File: src/rtl/core/lzcd_window.sv
// ----------------------------------------------------------------------------
// lzcd_window: 3x3 neighbourhood and sign test
// Shifts the two line store values and the new sample into the window and
// tests the new centre against its eight neighbours for a sign change.
// ----------------------------------------------------------------------------
module lzcd_window #(
  parameter int SAMPLE_BITS = 16
) (
  input  logic                   clk,
  input  logic                   rst_n,
  input  logic                   upd,
  input  logic [SAMPLE_BITS-1:0] up2,
  input  logic [SAMPLE_BITS-1:0] up1,
  input  logic [SAMPLE_BITS-1:0] sample,
  input  logic                   chk,
  output logic                   mark_edge
);

  logic [SAMPLE_BITS-1:0] win_r   [3][3];
  logic [SAMPLE_BITS-1:0] win_nxt [3][3];
  logic                   c_neg, c_pos, n_neg, n_pos, hit;

  // Shift columns left, load the new column on the right
  always_comb begin
    for (int i = 0; i < 3; i++) begin
      for (int k = 0; k < 3; k++) begin
        win_nxt[i][k] = win_r[i][k];
      end
    end
    if (upd) begin
      for (int i = 0; i < 3; i++) begin
        win_nxt[i][0] = win_r[i][1];
        win_nxt[i][1] = win_r[i][2];
      end
      win_nxt[0][2] = up2;
      win_nxt[1][2] = up1;
      win_nxt[2][2] = sample;
    end
  end

  // Look for a neighbour of opposite strict sign
  always_comb begin
    c_neg = win_nxt[1][1][SAMPLE_BITS-1];
    c_pos = !c_neg && (|win_nxt[1][1]);
    hit   = 1'b0;
    n_neg = 1'b0;
    n_pos = 1'b0;
    for (int i = 0; i < 3; i++) begin
      for (int k = 0; k < 3; k++) begin
        n_neg = win_nxt[i][k][SAMPLE_BITS-1];
        n_pos = !n_neg && (|win_nxt[i][k]);
        if (!(i == 1 && k == 1)) begin
          hit = hit | (c_pos && n_neg) | (c_neg && n_pos);
        end
      end
    end
  end

  assign mark_edge = chk && hit;

  // Window registers
  always_ff @(posedge clk) begin
    if (!rst_n) begin
      for (int i = 0; i < 3; i++) begin
        for (int k = 0; k < 3; k++) begin
          win_r[i][k] <= '0;
        end
      end
    end else begin
      for (int i = 0; i < 3; i++) begin
        for (int k = 0; k < 3; k++) begin
          win_r[i][k] <= win_nxt[i][k];
        end
      end
    end
  end

endmodule

File: config.mk
export PLATFORM = sky130hd
export DESIGN_NAME = lzcd_window
export DESIGN_NICKNAME = d
export VERILOG_FILES = /design/src/rtl/core/lzcd_window.sv
export SDC_FILE = /design/constraint.sdc
export NUM_CORES = 1
export LEC_CHECK = 0
export BUFFER_PORTS_ARGS = -buffer_cell sky130_fd_sc_hd__buf_2
export CAP_MARGIN = 10
export CORE_AREA = 3 3 121 123
export DETAILED_ROUTE_END_ITERATION = 8
export DIE_AREA = 0 0 124 126
export PLACE_DENSITY = 0.7
export SETUP_SLACK_MARGIN = 0.5
export SYNTH_ARGS = -nofsm -noshare
export SYNTH_HDL_FRONTEND = slang
export SYNTH_SLANG_ARGS = --single-unit
File: constraint.sdc
create_clock -name clk -period 1.9 [get_ports clk]
set_input_delay 0.19 -clock clk [delete_from_list [all_inputs] [get_ports clk]]
set_output_delay 0.19 -clock clk [all_outputs]
set_load 0.005 [all_outputs]
## Word level (Yosys, flattened, before mapping)

Memories as Yosys holds them, arrays and structs flattened.
Cells that the tools add are included.

| word-level totals | value |
|---|---|
| output and inout port bits | 1 |
| memories | 1 |
| word-level logic and storage cells | 81 |
| bits of input ports | 52 |
| register bits after elaboration | 0 |
| bits in writable memories | 144 |

Memory list:

| memory | words | bits a word | read ports | clocked after memory_dff | wr ports | RTL line | source |
|---|---|---|---|---|---|---|---|
| win_r | 3 | 48 | 3 | 0 | 3 | 19 | `logic [SAMPLE_BITS-1:0] win_r [3][3];` |

| operators by class | value |
|---|---|
| bitwise operators | 24 |
| multiplexer cells | 12 |
| reduce and logical (&&, ||, !) cells | 44 |

Operators by type and width:

| cell | count |
|---|---|
| 2-to-1 mux 144 bit | 1 |
| 2-to-1 mux 16 bit | 9 |
| OR reduction 16 bit | 9 |
| logical AND 1 bit | 26 |
| OR 1 bit | 24 |
| logical NOT 1 bit | 9 |
| 2-to-1 mux 1 bit | 2 |

## Depth between registers and ports, before layout

An unclocked memory read counts as a cell.

| logic depth | value |
|---|---|
| depth after elaboration | 21 |
| gate-level depth with buffers | 8 |
| depth with buffers taken out | 6 |

## Worst setup path after synthesis

OpenSTA, ideal clock, no wires.

| path | value |
|---|---|
| path kind | register -> output |
| start | mem win_r[0][106] in the netlist's numbering |
| end | out mark_edge |
| cell stages (with the launch flop) | 6 |
| required time | 1.710 ns |
| setup slack | 0.202 ns |
| path buffers | 0 |
| data arrival time | 1.508 ns |
| cell sequence | dfxtp_1 or4_1 nor2_1 o22ai_1 a2111oi_0 a31oi_1 |

RTL lines:

| item | RTL line | source |
|---|---|---|
| from (decl) | 19 |  |
| to (decl) | 16 | `output logic mark_edge` |

==> flow_metrics.py <==
metrics = {
    "floorplanning": {
        "die_x_microns": 124,
        "start_util": 0.444,
        "die_h_microns": 126,
        "pin_count": 53,
        "fp.coreArea_sq_um": 13800,
        "die_area_sq_um": 15600,
        "num_rows": 43,
    },
    "logic_synthesis": {
        "yosysWarnings": 0,
        "syn_inst": 593,
        "ys_seq_area_frac": 0.471,
        "syn-mean-instance-area_sq_um": 10.3,
        "yosys.area.top_type": "dfxtp_1",
        "synth.top_cell.area_share": 0.471,
        "synth.distinct_cells": 41,
        "ys.flop_type": "dfxtp_1",
        "synth_area_sq_um": 6120,
        "syn-num-nets": 645,
        "synth_edf_count": 0,
        "ys_seq_elements": 144,
        "synthTopCellsByArea": "dfxtp_1 47%, mux2i_1 23%, nor2b_1 15%",
        "synthArstFlopShare": 0,
    },
    "clock_tree": {
        "clock_latency_ns": 0.41,
        "clk_path_buf_depth": 2,
        "cts.sinks": 144,
        "tritoncts": "built",
        "htreeDepth": 4,
        "cts_made_buffers": 17,
        "cts_root_buf": "clkbuf_16",
        "cts_hold_buffers": 0,
        "cts.clk_slew.worst_paths_ns": 0.06,
    },
    "timing": {
        "period_share": 1.28,
        "hold_viol": 0,
        "tightest_slew_ns": 0.636,
        "drv_slew": 0,
        "skew_ns": 0.00502,
        "fin_ws_ns": -0.531,
        "final-setup-viol-count": 1,
        "rsz0062_at_grt": "true",
        "whs_ns": 0.0507,
        "slew_headroom": 0.576,
        "layout_min_cycle_time_ns": 2.43,
        "timing.fmax_ghz": 0.411,
    },
    "finish": {
        "final_util": 0.570,
        "layout-drive-gt1-share": 0.263,
        "multi_input_area_sq_um": 3130,
        "largest_reg_flops": 144,
        "stdcell_area_sq_um": 7850,
        "top_regs": "win_r: 144 flops",
        "num_antenna_cells": 0,
        "final.fill_count": 1215,
        "register_area_sq_um": 2880,
        "area_growth_syn_to_layout_pct": 28.3,
        "nNetsFinal": 774,
        "layout_common_cells": "143 x nor2b_1, 143 x dfxtp_1, 140 x mux2i_1",
        "regMostFlops": "win_r",
    },
    "grt": {
        "met1_usage": 0.248,
        "grt_pass1_wl_microns": 23700,
        "grt.busiest_layer": "met2",
        "antenna_found_initial": 0,
        "grt_max_degree": 74,
        "grt_pass1_vias": 4959,
        "met2_usage": 0.299,
        "grt_remaining_overflow": 0,
        "grtUsageTotal": 0.191,
        "met3_usage": 0.0503,
    },
    "status": {
        "violations": "negative setup slack",
        "status": "complete, but fails checks",
    },
    "worst_setup_path": {
        "critical_path_class": "flop to primary output",
        "crit_fanout": 2,
        "cp-startpoint": "win_r[0][73]",
        "cp-end-kind": "primary output",
        "r2r_start": "win_r[0][15]",
        "required_ns": 1.71,
        "start_kind": "flop",
        "crit_arrival_ns": 2.24,
    },
    "placed_design": {
        "dpl-instance-area_sq_um": 7180,
        "place.gp.congestion": 0.846,
        "port_buffers": 52,
        "dp_hpwl_microns": 10100,
    },
    "drt": {
        "first_pass_iters": 4,
        "ant_nets": 0,
        "drc": 0,
        "viasPerCell": 5.14,
        "wirelength_microns": 14100,
        "drtIter0Drc": 258,
        "routedWlPerCell_microns": 15.4,
        "vias": 4704,
    },
    "power": {
        "p_leak_nw": 3.39,
        "vdd.ir_drop.worst_mv": 0.626,
        "p_per_area_nw_per_um2": 944,
    },
    "worst_hold_path": {
        "min_path_type": "primary input to flop",
        "holdCritStartpoint": "sample[2]",
    },
    "run": {
        "drv_cap": 0,
    },
}
-- logic make-up after synthesis --
family	after synthesis	synth area share
buf+inv	36	0.0262
simple gates	238	0.234
compound gates	34	0.0378
mux	141	0.231
flops	144	0.471
-- power by group --
group	internal, mW	leakage (nW)	total (mW)	switching, mW
clock network	2.10	0.287	3.33	1.23
registers	3.14	1.18	3.23	0.0887
logic	0.467	1.92	0.863	0.396
total	5.70	3.39	7.41	1.71
-- layout make-up --
type                       count  area share
multi-input combinational    413       0.399
sequential                   144       0.367
timing repair buffer         144       0.127
clock buffer                  23      0.0634
tap                          180      0.0287
clock inverter                 9      0.0134
inverter                       2    0.000956
-- stage by stage --
| stage | power, mW | TNS (ns) | setup slack [ns] | std cells |
|---|---|---|---|---|
| after detailed placement | 4.12 | -0.305 | -0.305 | 882 |
| after global placement | 4.09 | -0.244 | -0.244 | 882 |
| final | 7.41 | -0.531 | -0.531 | 915 |
| after global routing | 7.72 | -0.637 | -0.637 | 915 |
| after CTS | 7.48 | -0.558 | -0.558 | 915 |
| after floorplan | 3.75 | 0 | 0.239 | 593 |
-- per-layer routing --
layer,routed length (microns),part of all wire
met5,0,0
met4,349,0.025
met3,616,0.044
met2,6660,0.47
met1,6450,0.46
-- synthesized netlist by cell type (2+ instances only) --
library cell	n
clkbuf_1	16
a31oi_1	3
o21ai_0	6
nor4_1	32
buf_2	17
nand4_1	3
nand2b_1	3
a41oi_1	2
dfxtp_1	144
nor3_1	11
a21oi_1	8
nor2_1	18
mux2i_1	140
or2_2	2
o211ai_1	4
nor2b_1	143
nand3_1	7
nand2_1	6
or4_1	6
-- worst paths after layout --
path | end | slack, ns | cells after the start
hold / removal | win_r[0][98] | 0.05 | 3
setup reg to reg | win_r[0][15] | 1.01 | 3
setup / recovery | mark_edge | -0.53 | 8
hold reg to reg | win_r[0][87] | 0.52 | 2
-- timing repair --
action | 4_1_cts | 5_1_grt
pin swaps | 6 | 2
setup buffers | 1 | 0
gates cloned | 0 | 0
endpoints found under the setup margin | 1 | 1
gates resized for setup | 11 | 4
-- worst max-delay path, cell delays in order, from the launching register on --
cell      delay [ns]
dfxtp_2         0.32
nor4_2          0.31
buf_4           0.16
nand4_1         0.15
a32oi_1         0.25
o211ai_1        0.13
nor4_2          0.18
a31oi_1         0.16
buf_2           0.16
Note: power is estimated with default switching activity, not from simulation.
