--- config.mk ---
export PLATFORM = sky130hd
export DESIGN_NAME = lzcd_ctrl
export DESIGN_NICKNAME = d
export VERILOG_FILES = /design/src/rtl/core/lzcd_pkg.sv /design/src/rtl/core/lzcd_ctrl.sv
export SDC_FILE = /design/constraint.sdc
export NUM_CORES = 1
export LEC_CHECK = 0
export ABC_AREA = 0
export BUFFER_PORTS_ARGS = -buffer_cell sky130_fd_sc_hd__buf_2
export CORE_MARGIN = 2
export CORE_UTILIZATION = 45
export CTS_CLUSTER_SIZE = 24
export DETAILED_ROUTE_END_ITERATION = 8
export PLACE_DENSITY = 0.64
export SLEW_MARGIN = 20
export SYNTH_ARGS = -nofsm -noshare
export SYNTH_HDL_FRONTEND = slang
export SYNTH_SLANG_ARGS = --single-unit
--- constraint.sdc ---
create_clock -name clk -period 20.3 [get_ports clk]
set_clock_uncertainty 0.15 [all_clocks]
set_input_delay 3.045 -clock clk [delete_from_list [all_inputs] [get_ports clk]]
set_output_delay 3.045 -clock clk [all_outputs]
set_load 0.02 [all_outputs]
--- src/rtl/core/lzcd_pkg.sv ---
// ----------------------------------------------------------------------------
// lzcd_pkg: shared types and constants of the zero-crossing detector
// Register map, stream field widths, command codes and the per-item record
// that travels from the control stage to the window stage.
// ----------------------------------------------------------------------------
package lzcd_pkg;

  // Defaults for the top-level parameters
  localparam int DEF_MAX_WIDTH   = 1024;
  localparam int DEF_SAMPLE_BITS = 16;

  // Frame limits
  localparam int MIN_DIM    = 3;
  localparam int MAX_HEIGHT = 4096;

  // Configuration register widths and reset values
  localparam int CFG_W_BITS       = 11;
  localparam int CFG_H_BITS       = 13;
  localparam int CFG_DATA_BITS    = 32;
  localparam int CFG_ADDR_BITS    = 3;
  localparam int IMAGE_WIDTH_RST  = 640;
  localparam int IMAGE_HEIGHT_RST = 480;

  // Stream field widths
  localparam int RESP_BITS     = 16;
  localparam int ROW_BITS      = 12;
  localparam int COL_BITS      = 10;
  localparam int OUT_DATA_BITS = 24;

  // Register indexes (byte address 4*index)
  typedef enum logic {
    REG_IMAGE_WIDTH  = 1'b0,
    REG_IMAGE_HEIGHT = 1'b1
  } lzcd_reg_t;

  // Input command carried on tuser
  typedef enum logic {
    CMD_SAMPLE = 1'b0,
    CMD_FLUSH  = 1'b1
  } lzcd_cmd_t;

  // Record of one accepted transaction on its way to the output
  typedef struct packed {
    logic [ROW_BITS-1:0] row;        // row of the reported pixel
    logic [COL_BITS-1:0] col;        // column of the reported pixel
    logic                frame_end;  // last pixel of the frame
    logic                chk;        // interior and aligned: test the window
    logic                emit;       // transaction yields a mark
    logic                smp;        // transaction carries a sample
  } lzcd_mark_t;

endpackage

--- src/rtl/core/lzcd_ctrl.sv ---
// ----------------------------------------------------------------------------
// lzcd_ctrl: position, pending count and issue stage
// Tracks the input and report positions in the frame, decides per transaction
// whether a mark leaves, issues the line store read and holds the result
// record in the issue register until the window stage takes it.
// ----------------------------------------------------------------------------
module lzcd_ctrl
  import lzcd_pkg::*;
#(
  parameter int MAX_WIDTH   = DEF_MAX_WIDTH,
  parameter int SAMPLE_BITS = DEF_SAMPLE_BITS,
  localparam int CW = $clog2(MAX_WIDTH)
) (
  input  logic                   clk,
  input  logic                   rst_n,
  input  logic [CFG_W_BITS-1:0]  image_width,
  input  logic [CFG_H_BITS-1:0]  image_height,
  input  logic                   in_tvalid,
  output logic                   in_tready,
  input  logic                   in_cmd,
  input  logic [RESP_BITS-1:0]   in_response,
  input  logic                   out_busy,
  output logic                   s1_adv,
  output logic                   s1_valid,
  output lzcd_mark_t             s1_mark,
  output logic [SAMPLE_BITS-1:0] s1_sample,
  output logic [CW-1:0]          s1_idx,
  output logic                   rd_en,
  output logic [CW-1:0]          rd_addr
);

  localparam int WB = $clog2(MAX_WIDTH + 1);
  localparam int EW = (WB > CFG_W_BITS) ? WB : CFG_W_BITS;
  localparam int RW = ROW_BITS + 1;

  typedef struct packed {
    logic [CW-1:0]       col;
    logic [ROW_BITS-1:0] row;
  } pos_t;

  // Wrap a position that has run past the row or frame bounds
  function automatic pos_t wrap_pos(input logic [EW-1:0] c, input logic [RW-1:0] r,
                                    input logic [EW-1:0] w, input logic [RW-1:0] h);
    pos_t          p;
    logic [EW-1:0] cc;
    logic [RW-1:0] rr;
    cc = c;
    rr = r;
    if (cc >= w) begin
      cc = '0;
      rr = rr + RW'(1);
    end
    if (rr >= h) begin
      rr = '0;
    end
    p.col = cc[CW-1:0];
    p.row = rr[ROW_BITS-1:0];
    return p;
  endfunction

  logic [CW-1:0]       in_col_r, in_col_nxt, out_col_r, out_col_nxt;
  logic [ROW_BITS-1:0] in_row_r, in_row_nxt, out_row_r, out_row_nxt;
  logic [EW-1:0]       pending_r, pending_nxt;
  logic                s1_valid_r, s1_valid_nxt;
  lzcd_mark_t          s1_mark_r, mark_nxt;
  logic [SAMPLE_BITS-1:0] s1_sample_r;
  logic [CW-1:0]       s1_idx_r;

  logic [EW-1:0] eff_w, iw_e;
  logic [RW-1:0] eff_h;
  pos_t          in_w, out_w, in_a, out_a;
  logic          acc, is_flush, border, aligned, fend;

  // Clamp the frame size to its legal range
  always_comb begin
    iw_e = EW'(image_width);
    if (image_width < CFG_W_BITS'(MIN_DIM)) begin
      eff_w = EW'(MIN_DIM);
    end else if (iw_e > EW'(MAX_WIDTH)) begin
      eff_w = EW'(MAX_WIDTH);
    end else begin
      eff_w = iw_e;
    end
    if (image_height < CFG_H_BITS'(MIN_DIM)) begin
      eff_h = RW'(MIN_DIM);
    end else if (image_height > CFG_H_BITS'(MAX_HEIGHT)) begin
      eff_h = RW'(MAX_HEIGHT);
    end else begin
      eff_h = RW'(image_height);
    end
  end

  // Wrapped and advanced positions
  always_comb begin
    in_w  = wrap_pos(EW'(in_col_r), RW'(in_row_r), eff_w, eff_h);
    out_w = wrap_pos(EW'(out_col_r), RW'(out_row_r), eff_w, eff_h);
    in_a  = wrap_pos(EW'(in_w.col) + EW'(1), RW'(in_w.row), eff_w, eff_h);
    out_a = wrap_pos(EW'(out_w.col) + EW'(1), RW'(out_w.row), eff_w, eff_h);
  end

  // Border, alignment and frame end of the pixel to report
  always_comb begin
    border  = (out_w.row == '0) || (RW'(out_w.row) >= eff_h - RW'(1)) ||
              (out_w.col == '0) || (EW'(out_w.col) >= eff_w - EW'(1));
    aligned = (RW'(out_w.row) + RW'(1) == RW'(in_w.row)) &&
              (EW'(out_w.col) + EW'(1) == EW'(in_w.col));
    fend    = (RW'(out_w.row) == eff_h - RW'(1)) &&
              (EW'(out_w.col) == eff_w - EW'(1));
  end

  // Handshake of the issue register
  assign s1_adv    = s1_valid_r && !(s1_mark_r.emit && out_busy);
  assign in_tready = !s1_valid_r || s1_adv;
  assign acc       = in_tvalid && in_tready;
  assign is_flush  = (lzcd_cmd_t'(in_cmd) == CMD_FLUSH);

  // Next positions, pending count and result record
  always_comb begin
    in_col_nxt    = in_col_r;
    in_row_nxt    = in_row_r;
    out_col_nxt   = out_col_r;
    out_row_nxt   = out_row_r;
    pending_nxt   = pending_r;
    mark_nxt.row       = out_w.row;
    mark_nxt.col       = COL_BITS'(out_w.col);
    mark_nxt.frame_end = fend;
    mark_nxt.chk       = 1'b0;
    mark_nxt.emit      = 1'b0;
    mark_nxt.smp       = !is_flush;
    if (acc) begin
      in_col_nxt  = in_w.col;
      in_row_nxt  = in_w.row;
      out_col_nxt = out_w.col;
      out_row_nxt = out_w.row;
      if (is_flush) begin
        if (pending_r != '0) begin
          mark_nxt.emit = 1'b1;
          out_col_nxt   = out_a.col;
          out_row_nxt   = out_a.row;
          pending_nxt   = pending_r - EW'(1);
        end
      end else begin
        in_col_nxt = in_a.col;
        in_row_nxt = in_a.row;
        if (pending_r > eff_w) begin
          mark_nxt.emit = 1'b1;
          mark_nxt.chk  = !border && aligned;
          out_col_nxt   = out_a.col;
          out_row_nxt   = out_a.row;
        end else begin
          pending_nxt = pending_r + EW'(1);
        end
      end
    end
  end

  // Occupancy of the issue register
  always_comb begin
    s1_valid_nxt = s1_valid_r;
    if (acc) begin
      s1_valid_nxt = mark_nxt.emit || !is_flush;
    end else if (s1_adv) begin
      s1_valid_nxt = 1'b0;
    end
  end

  // Control state
  always_ff @(posedge clk) begin
    if (!rst_n) begin
      in_col_r   <= '0;
      in_row_r   <= '0;
      out_col_r  <= '0;
      out_row_r  <= '0;
      pending_r  <= '0;
      s1_valid_r <= 1'b0;
    end else begin
      in_col_r   <= in_col_nxt;
      in_row_r   <= in_row_nxt;
      out_col_r  <= out_col_nxt;
      out_row_r  <= out_row_nxt;
      pending_r  <= pending_nxt;
      s1_valid_r <= s1_valid_nxt;
    end
  end

  // Issue register payload
  always_ff @(posedge clk) begin
    if (acc) begin
      s1_mark_r   <= mark_nxt;
      s1_sample_r <= SAMPLE_BITS'(in_response);
      s1_idx_r    <= in_w.col;
    end
  end

  assign rd_en     = acc && !is_flush;
  assign rd_addr   = in_w.col;
  assign s1_valid  = s1_valid_r;
  assign s1_mark   = s1_mark_r;
  assign s1_sample = s1_sample_r;
  assign s1_idx    = s1_idx_r;

endmodule

# Word level (Yosys, flattened, before mapping)
# Index checks and enable logic that the tools add are counted.
# totals
in_bits	45
out_inout_bits	66
regBits	108
wordCells	102
# op_classes
eq_ne	6
n_bitwise	2
muxes	33
order_cmp	15
reduce_logical	22
addsub	10
# op_table
op	count
12-bit 2-to-1 mux	8
10-bit 2-to-1 mux	8
13-bit 2-to-1 mux	6
11-bit 2-to-1 mux	5
12-bit by 1-bit adder with 13-bit output (second input constant)	4
13-bit >= comparator	4
10-bit by 11-bit >= comparator with 1-bit output	3
10-bit by 1-bit adder with 11-bit output (second input constant)	2
11-bit >= comparator	2
11-bit by 1-bit subtractor with 11-bit output (second input constant)	2
12-bit by 13-bit == test with 1-bit output	1
13-bit by 12-bit == test with 1-bit output	1
12-bit by 13-bit >= comparator with 1-bit output	1
13-bit greater-than comparator (second input constant)	1
13-bit by 2-bit less-than comparator with 1-bit output (second input constant)	1
13-bit by 1-bit subtractor with 13-bit output (second input constant)	1
12-bit zero test	1
11-bit by 1-bit adder with 11-bit output (second input constant)	1
10-bit by 11-bit == test with 1-bit output	1
11-bit by 10-bit == test with 1-bit output	1
11-bit greater-than comparator	1
11-bit greater-than comparator (second input constant)	1
11-bit by 2-bit less-than comparator with 1-bit output (second input constant)	1
11-bit nonzero test	1
other kinds (12)	30

# Logic depth before layout (Yosys ltp)
# Gate-level depths: netlist of the first run.
# logic_depth
word_depth	18
mapped_depth	40
mapped_depth_nobuf	36

# Worst setup path after synthesis of the first run
# Ideal clock, no wire load.
# synth_path
kind	input to register
start	input port image_width[10]
end	register out_row_r[2]
path_stages	38
t_arrival_ns	10.146
setup_ns	0.125
path_buffers	6
required_time_ns	20.025
setup_slack_ns	9.879
cell_sequence	buf_2 -> inv_1 -> buf_1 -> o21ai_0 -> ha_1 -> a21o_1 -> a31oi_1 -> o21a_1 -> buf_6 -> a211o_1 -> clkbuf_1 -> nand2_1 -> inv_1 -> ha_1 -> and4_1 -> and4_1 -> xnor2_1 -> nor2_1 -> [2 not listed] -> a21o_1 -> a21o_1 -> or3_1 -> o21ai_1 -> clkbuf_1 -> nor2_1 -> xnor2_1 -> ha_1 -> nand4_1 -> or2_2 -> nor3_1 -> o21ai_0 -> o211ai_1 -> o22a_1 -> nor2_1 -> clkbuf_1 -> a221oi_1 -> nor3b_1
# synth_lines
element	line_no	source
start, declared	lzcd_ctrl.sv:16	input logic [CFG_W_BITS-1:0] image_width,
end signal, assigned	lzcd_ctrl.sv:180	out_row_r <= out_row_nxt;
end, declared	lzcd_ctrl.sv:62	logic [ROW_BITS-1:0] in_row_r, in_row_nxt, out_row_r, out_row_nxt;

==> results of run 1 <==
## worst paths after layout
path | startpoint | to | cells after the start
setup / recovery | image_width[5] | out_row_r[2] | 36
hold / removal | out_row_r[10] | out_row_r[10] | 2
setup reg to reg | out_col_r[7] | out_row_r[2] | 31
hold reg to reg | out_row_r[10] | out_row_r[10] | 2
## power groups by stage
stage / clock, mW / combinational [mW] / sequential [mW]
6_report: 0.187 / 0.426 / 0.291
5_1_grt: 0.198 / 0.473 / 0.295
4_1_cts: 0.192 / 0.422 / 0.291
3_5_place_dp: 0 / 0.418 / 0.296
3_3_place_gp: 0 / 0.413 / 0.295
2_1_floorplan: 0 / 0.304 / 0.295
## layer usage
metal	vias to the layer above	part of all wire, %
li1	4819	-
met1	4623	44
met2	384	46
met3	56	7.4
met4	0	2.5
met5	-	0
## flip-flops by register name, indices dropped and copies added (netlist names)
name / cells
out_row_r: 12
s1_idx: 10
out_col_r: 10
pending_r: 11
s1_sample: 16
in_col_r: 10
in_row_r: 12
s1_valid: 1
s1_mark: 26
## placed cells by master (no fill, tap or decap), types with 8 or more instances in the layout
cell type	netlist	layout
a211oi_1	13	13
nand2b_1	16	16
clkbuf_16	0	10
nor3_1	32	32
nand4_1	25	25
and3_1	17	17
nand3_1	51	51
or3_1	11	11
xor2_1	27	27
a21oi_1	67	67
inv_1	46	46
a21o_1	17	17
nor2_1	95	95
ha_1	146	146
nand2_1	98	98
nand3b_1	8	8
o21ai_0	74	74
a221oi_1	17	17
a21boi_0	8	8
nor2b_1	38	38
nor4_1	19	19
and4_1	11	11
o21a_1	13	13
a31oi_1	8	8
a22oi_1	13	13
nor3b_1	10	10
edfxtp_1	52	52
mux2i_1	16	16
and2_1	31	31
xnor2_1	64	64
buf_2	6	110
dfxtp_1	56	56
## kinds of logic after synthesis
| kind of cell | Yosys count | share of synthesized area [%] |
|---|---|---|
| AO/OA/AOI/OAI | 299 | 18.9 |
| buffers and inverters | 98 | 3.69 |
| XOR/XNOR | 93 | 7.90 |
| multiplexers | 21 | 2.04 |
| adder cells (fa/ha/maj) | 147 | 17.4 |
| flip-flops | 108 | 25.3 |
| AND/OR/NAND/NOR | 491 | 24.7 |
## through the flow
stage | total power, mW | util, % | std cells | cell area [µm²] | hold slack (ps)
5_1_grt | 0.967 | 50.2 | 1658 | 11700 | 415
4_1_cts | 0.905 | 50.2 | 1658 | 11700 | 388
3_5_place_dp | 0.713 | 48.9 | 1642 | 11400 | 368
6_report | 0.905 | 50.2 | 1659 | 11700 | 394
3_3_place_gp | 0.709 | 48.9 | 1642 | 11400 | 359
2_1_floorplan | 0.599 | - | 1257 | 10600 | 328
## cell type report
class	instances	share of cell area, %
diodes	1	0.0214
clock buffers	11	2.17
clock inverters	5	0.439
inverters	48	1.55
multi-input cells	1051	64.3
flip-flops and latches	108	23.0
well taps	319	3.42
repair buffers	116	5.10
## critical path, delay by kind of cell
kind            cells  cell delay [ps]
fa+ha+maj           4             1280
xor+xnor            1              210
simple gates       15             3590
compound gates     12             2720
buf+inv             3              560
mux                 1              400
==> impl_metrics.yaml, run 1 <==
yosys:
  async_flop_share_pct: 0
  ys_seq_area_share_pct: 25.3
  syn_area_um2: 10600
  yosys_register_bits: 108
  yosysTopAreaCellShare_pct: 17.3
  synth_flop_cell: "dfxtp_1"
  syn_inst: 1257
  yosysMostFrequentCell: "ha_1"
  synth_top_area_cell: "ha_1"
  synth_warnings: 0
  synth_edf_count: 52
  avgSynthCellArea_um2: 8.42
  synthTopCellsByCount: "ha_1, nand2_1, nor2_1, o21ai_0, a21oi_1"
  synth.area.top_cells: "ha_1, edfxtp_1, dfxtp_1"
  ys_types: 88
  syn-num-nets: 1449
clocking:
  h-tree-depth: 3
  postCtsHoldBufs: 0
  clkSlewWorstSetupHoldPaths_ps: 80
  clk_latency_ps: 370
  root_buffer: "clkbuf_16"
  cts_buffers: 9
  cts_sinks: 108
  post_cts_buffers: 0
  cts_tree: "done"
  clockBufferDepth: 2
  cts_resized: 0
power_and_ir_drop:
  swShare_pct: 42.4
  powerDensity_nw_per_um2: 77.5
  switchingPower_mw: 0.384
  clock_power_share_pct: 20.7
  intPower_mw: 0.521
  leakagePower_nw: 5.00
  ir_drop_mv: 0.0395
  p_comb_share_pct: 47.1
  power_frac_seq_pct: 32.2
place:
  pre_cts_ws_ps: 8390
  gp_congestion: 0.983
  place_hpwl_um: 24000
  portBuffers: 110
grt:
  grt_start_max_net_pins: 58
  grt_pass1_vias: 9103
  grtUsageMet1_pct: 34.9
  gr-usage-met2_pct: 42.2
  antenna_found_initial: 2
  grt_pass1_wl_um: 49900
  overflow: 0
  grt_use_total_pct: 25.8
  met3_usage_pct: 4.30
  grt-busiest-layer: "met2"
timing:
  worst_slew_pin_slew_ps: 1050
  hold_violations: 0
  rsz0062_at_grt: "false"
  setup_viol: 0
  slew_headroom_pct: 29.2
  report.final.slew_viol_count: 0
  worst_slack_ps: 8600
  fin_tns_setup_ps: 0
  fmaxAchievable_mhz: 85.4
  min_period_ps: 11700
  min_period_over_period_pct: 57.7
setup_path:
  cp_slowest_cell: "nor2_1"
  cpMostUsedCell: "nor2_1"
  critical_path_arrival_ps: 11840
  path_max_fanout: 19
  setup.worst_path.start_class: "primary input"
  crit_type: "primary input to register"
  end_kind: "register"
  r2r_slack_ps: 12090
  cpPeakStageDelay_ps: 580
  crit_required_ps: 20430
floorplanning:
  core_area_um2: 23300
  die_h_um: 157
  rows: 56
  start_util_pct: 45.5
  die_w_um: 157
  dieArea_um2: 24800
  ios: 111
routing:
  route.detailed.drc: 0
  routed_via_density: 5.96
  drt_pass1_iterations: 5
  drt-total-wl_um: 31800
  detail-route-antenna-nets: 0
  drt_iter0_drc: 777
  vias: 9882
  avgRoutedWirePerCell_um: 19.2
final_layout:
  multi_input_area_um2: 7510
  nNetsFinal: 1526
  final-seq-area_um2: 2680
  nFillCells: 2328
  drive_gt1_share_pct: 12.3
  area.growth.synth_to_final_pct: 10.3
run_status:
  status: "completed"
hold_path:
  min_path_type: "register to register"
job:
  maxCapViolations: 0
No activity file was read; power rests on OpenSTA's default activity.
==> run 2, diff against run 1 <==
- clock period: 20.3 -> 11.82 ns (I/O delays scaled with it)
==> run 2 against run 1 <==
First-iteration DRC count increased by 8.5%. Global-route usage barely moved. Register-to-register slack lost 8500 ps. Critical endpoint is now out_row_r[1]. Largest cell class unchanged. Highest routed layer unchanged.
==> impl_metrics.yaml, run 2 (synthesis gave the netlist of run 1 again) <==
clocking:
  clkSlewWorstSetupHoldPaths_ps: 80
  postCtsHoldBufs: 0
  post_cts_buffers: 0
  clk_latency_ps: 360
  cts_tree: "done"
  cts_sinks: 108
  clockBufferDepth: 2
  cts_resized: 0
  h-tree-depth: 3
  root_buffer: "clkbuf_16"
  cts_buffers: 9
grt:
  grt_pass1_vias: 9230
  grt_use_total_pct: 25.8
  grt_pass1_wl_um: 49700
  grt_start_max_net_pins: 57
  overflow: 0
  antenna_found_initial: 0
setup_path:
  critical_path_arrival_ps: 10430
  setup.worst_path.start_class: "primary input"
  crit_type: "primary input to register"
  cp_slowest_cell: "o21ai_1"
  path_max_fanout: 19
  cpMostUsedCell: "a21o_1"
  end_kind: "register"
  crit_required_ps: 11960
  cpPeakStageDelay_ps: 660
floorplanning:
  ios: 111
  rows: 56
  die_h_um: 157
  dieArea_um2: 24800
  die_w_um: 157
  start_util_pct: 45.5
  core_area_um2: 23300
final_layout:
  antenna_cells: 0
  largest_reg_flops: 26
  post-route-util_pct: 50.2
  nNetsFinal: 1530
  area.growth.synth_to_final_pct: 10.3
  most-common-layout-cells: "ha_1, buf_2, nand2_1"
  drive_gt1_share_pct: 12.6
  final_common_cell: "ha_1"
  nFillCells: 2295
  stdcell_area_um2: 11700
timing:
  hold_violations: 0
  report.final.slew_viol_count: 0
  worst_slew_pin_slew_ps: 1070
  fin_tns_setup_ps: 0
  fmaxAchievable_mhz: 97.2
  setup_viol: 0
  slew_headroom_pct: 28.2
  rsz0062_at_grt: "false"
  min_period_ps: 10290
  min_period_over_period_pct: 87.1
routing:
  route.detailed.drc: 0
  avgRoutedWirePerCell_um: 19.1
  vias: 9815
  drt_pass1_iterations: 5
  drt_iter0_drc: 843
  detail-route-antenna-nets: 0
  routed_via_density: 5.91
  drt-total-wl_um: 31800
power_and_ir_drop:
  leakagePower_nw: 5.00
  powerDensity_nw_per_um2: 131
  ir_drop_mv: 0.0639
  power_mw: 1.53
run_status:
  status: "completed"
place:
  place_hpwl_um: 24000
  portBuffers: 110
  dpl-instance-area_um2: 11400
  gp_congestion: 0.953
hold_path:
  min_path_type: "register to register"
job:
  maxCapViolations: 0
==> run 2: cell count changes in the layout (fill, tap and decap cells not counted) <==
cell | previous run | this run
inv_8 | 0 | 1
clkinvlp_4 | 0 | 1
diode_2 | 1 | 0
clkinv_4 | 1 | 2
clkinv_8 | 1 | 0
inv_6 | 3 | 1
buf_4 | 6 | 10
clkbuf_16 | 10 | 9
clkinv_2 | 1 | 2
==> run 2: layout make-up <==
class                      count  area [µm²]  area share (%)
tap                          319         399            3.42
clock inverter                 6        50.0           0.428
multi-input combinational   1051        7510            64.3
clock buffer                  10         229            1.96
inverter                      48         181            1.55
sequential                   108        2680            23.0
timing repair buffer         120         626            5.36
==> run 2: through the flow <==
stage               hold slack (ps)  setup slack, ps  instances
detailed placement              376             1250       1646
global route                    437              751       1662
global placement                372             1560       1646
finish                          402             1530       1662
CTS                             398             1580       1662
floorplan                       328             2670       1257
==> run 2: final timing paths <==
check	from	endpoint	slack, ps	cells past startpoint
worst max-delay path	image_width[5]	out_row_r[1]	1530	36
worst min-delay path	in_row_r[3]	in_row_r[3]	400	2
worst min register to register	in_row_r[3]	in_row_r[3]	400	2
worst max register to register	out_col_r[7]	out_row_r[1]	3600	31
==> run 2: worst max-delay path: cells and delay by family <==
kind / cells / cell delay (ps)
fa+ha+maj: 4 / 1290
simple gates: 13 / 3070
buf+inv: 3 / 460
compound gates: 14 / 3200
mux: 1 / 430
xor+xnor: 1 / 180
==> run 2: report_power, final <==
group          internal (mW)  leakage (nW)  switching [mW]
sequential             0.446         0.982          0.0527
combinational          0.289          3.88           0.439
clock                  0.146         0.135           0.158
==> run 2: layer usage <==
layer / vias up / track usage (%) / routed length (µm)
met3: 47 / 4.76 / 2130
met4: 0 / 7.88 / 637
met5: - / 0 / 0
met1: 4591 / 33.5 / 14000
met2: 341 / 43.6 / 15000
li1: 4836 / - / -
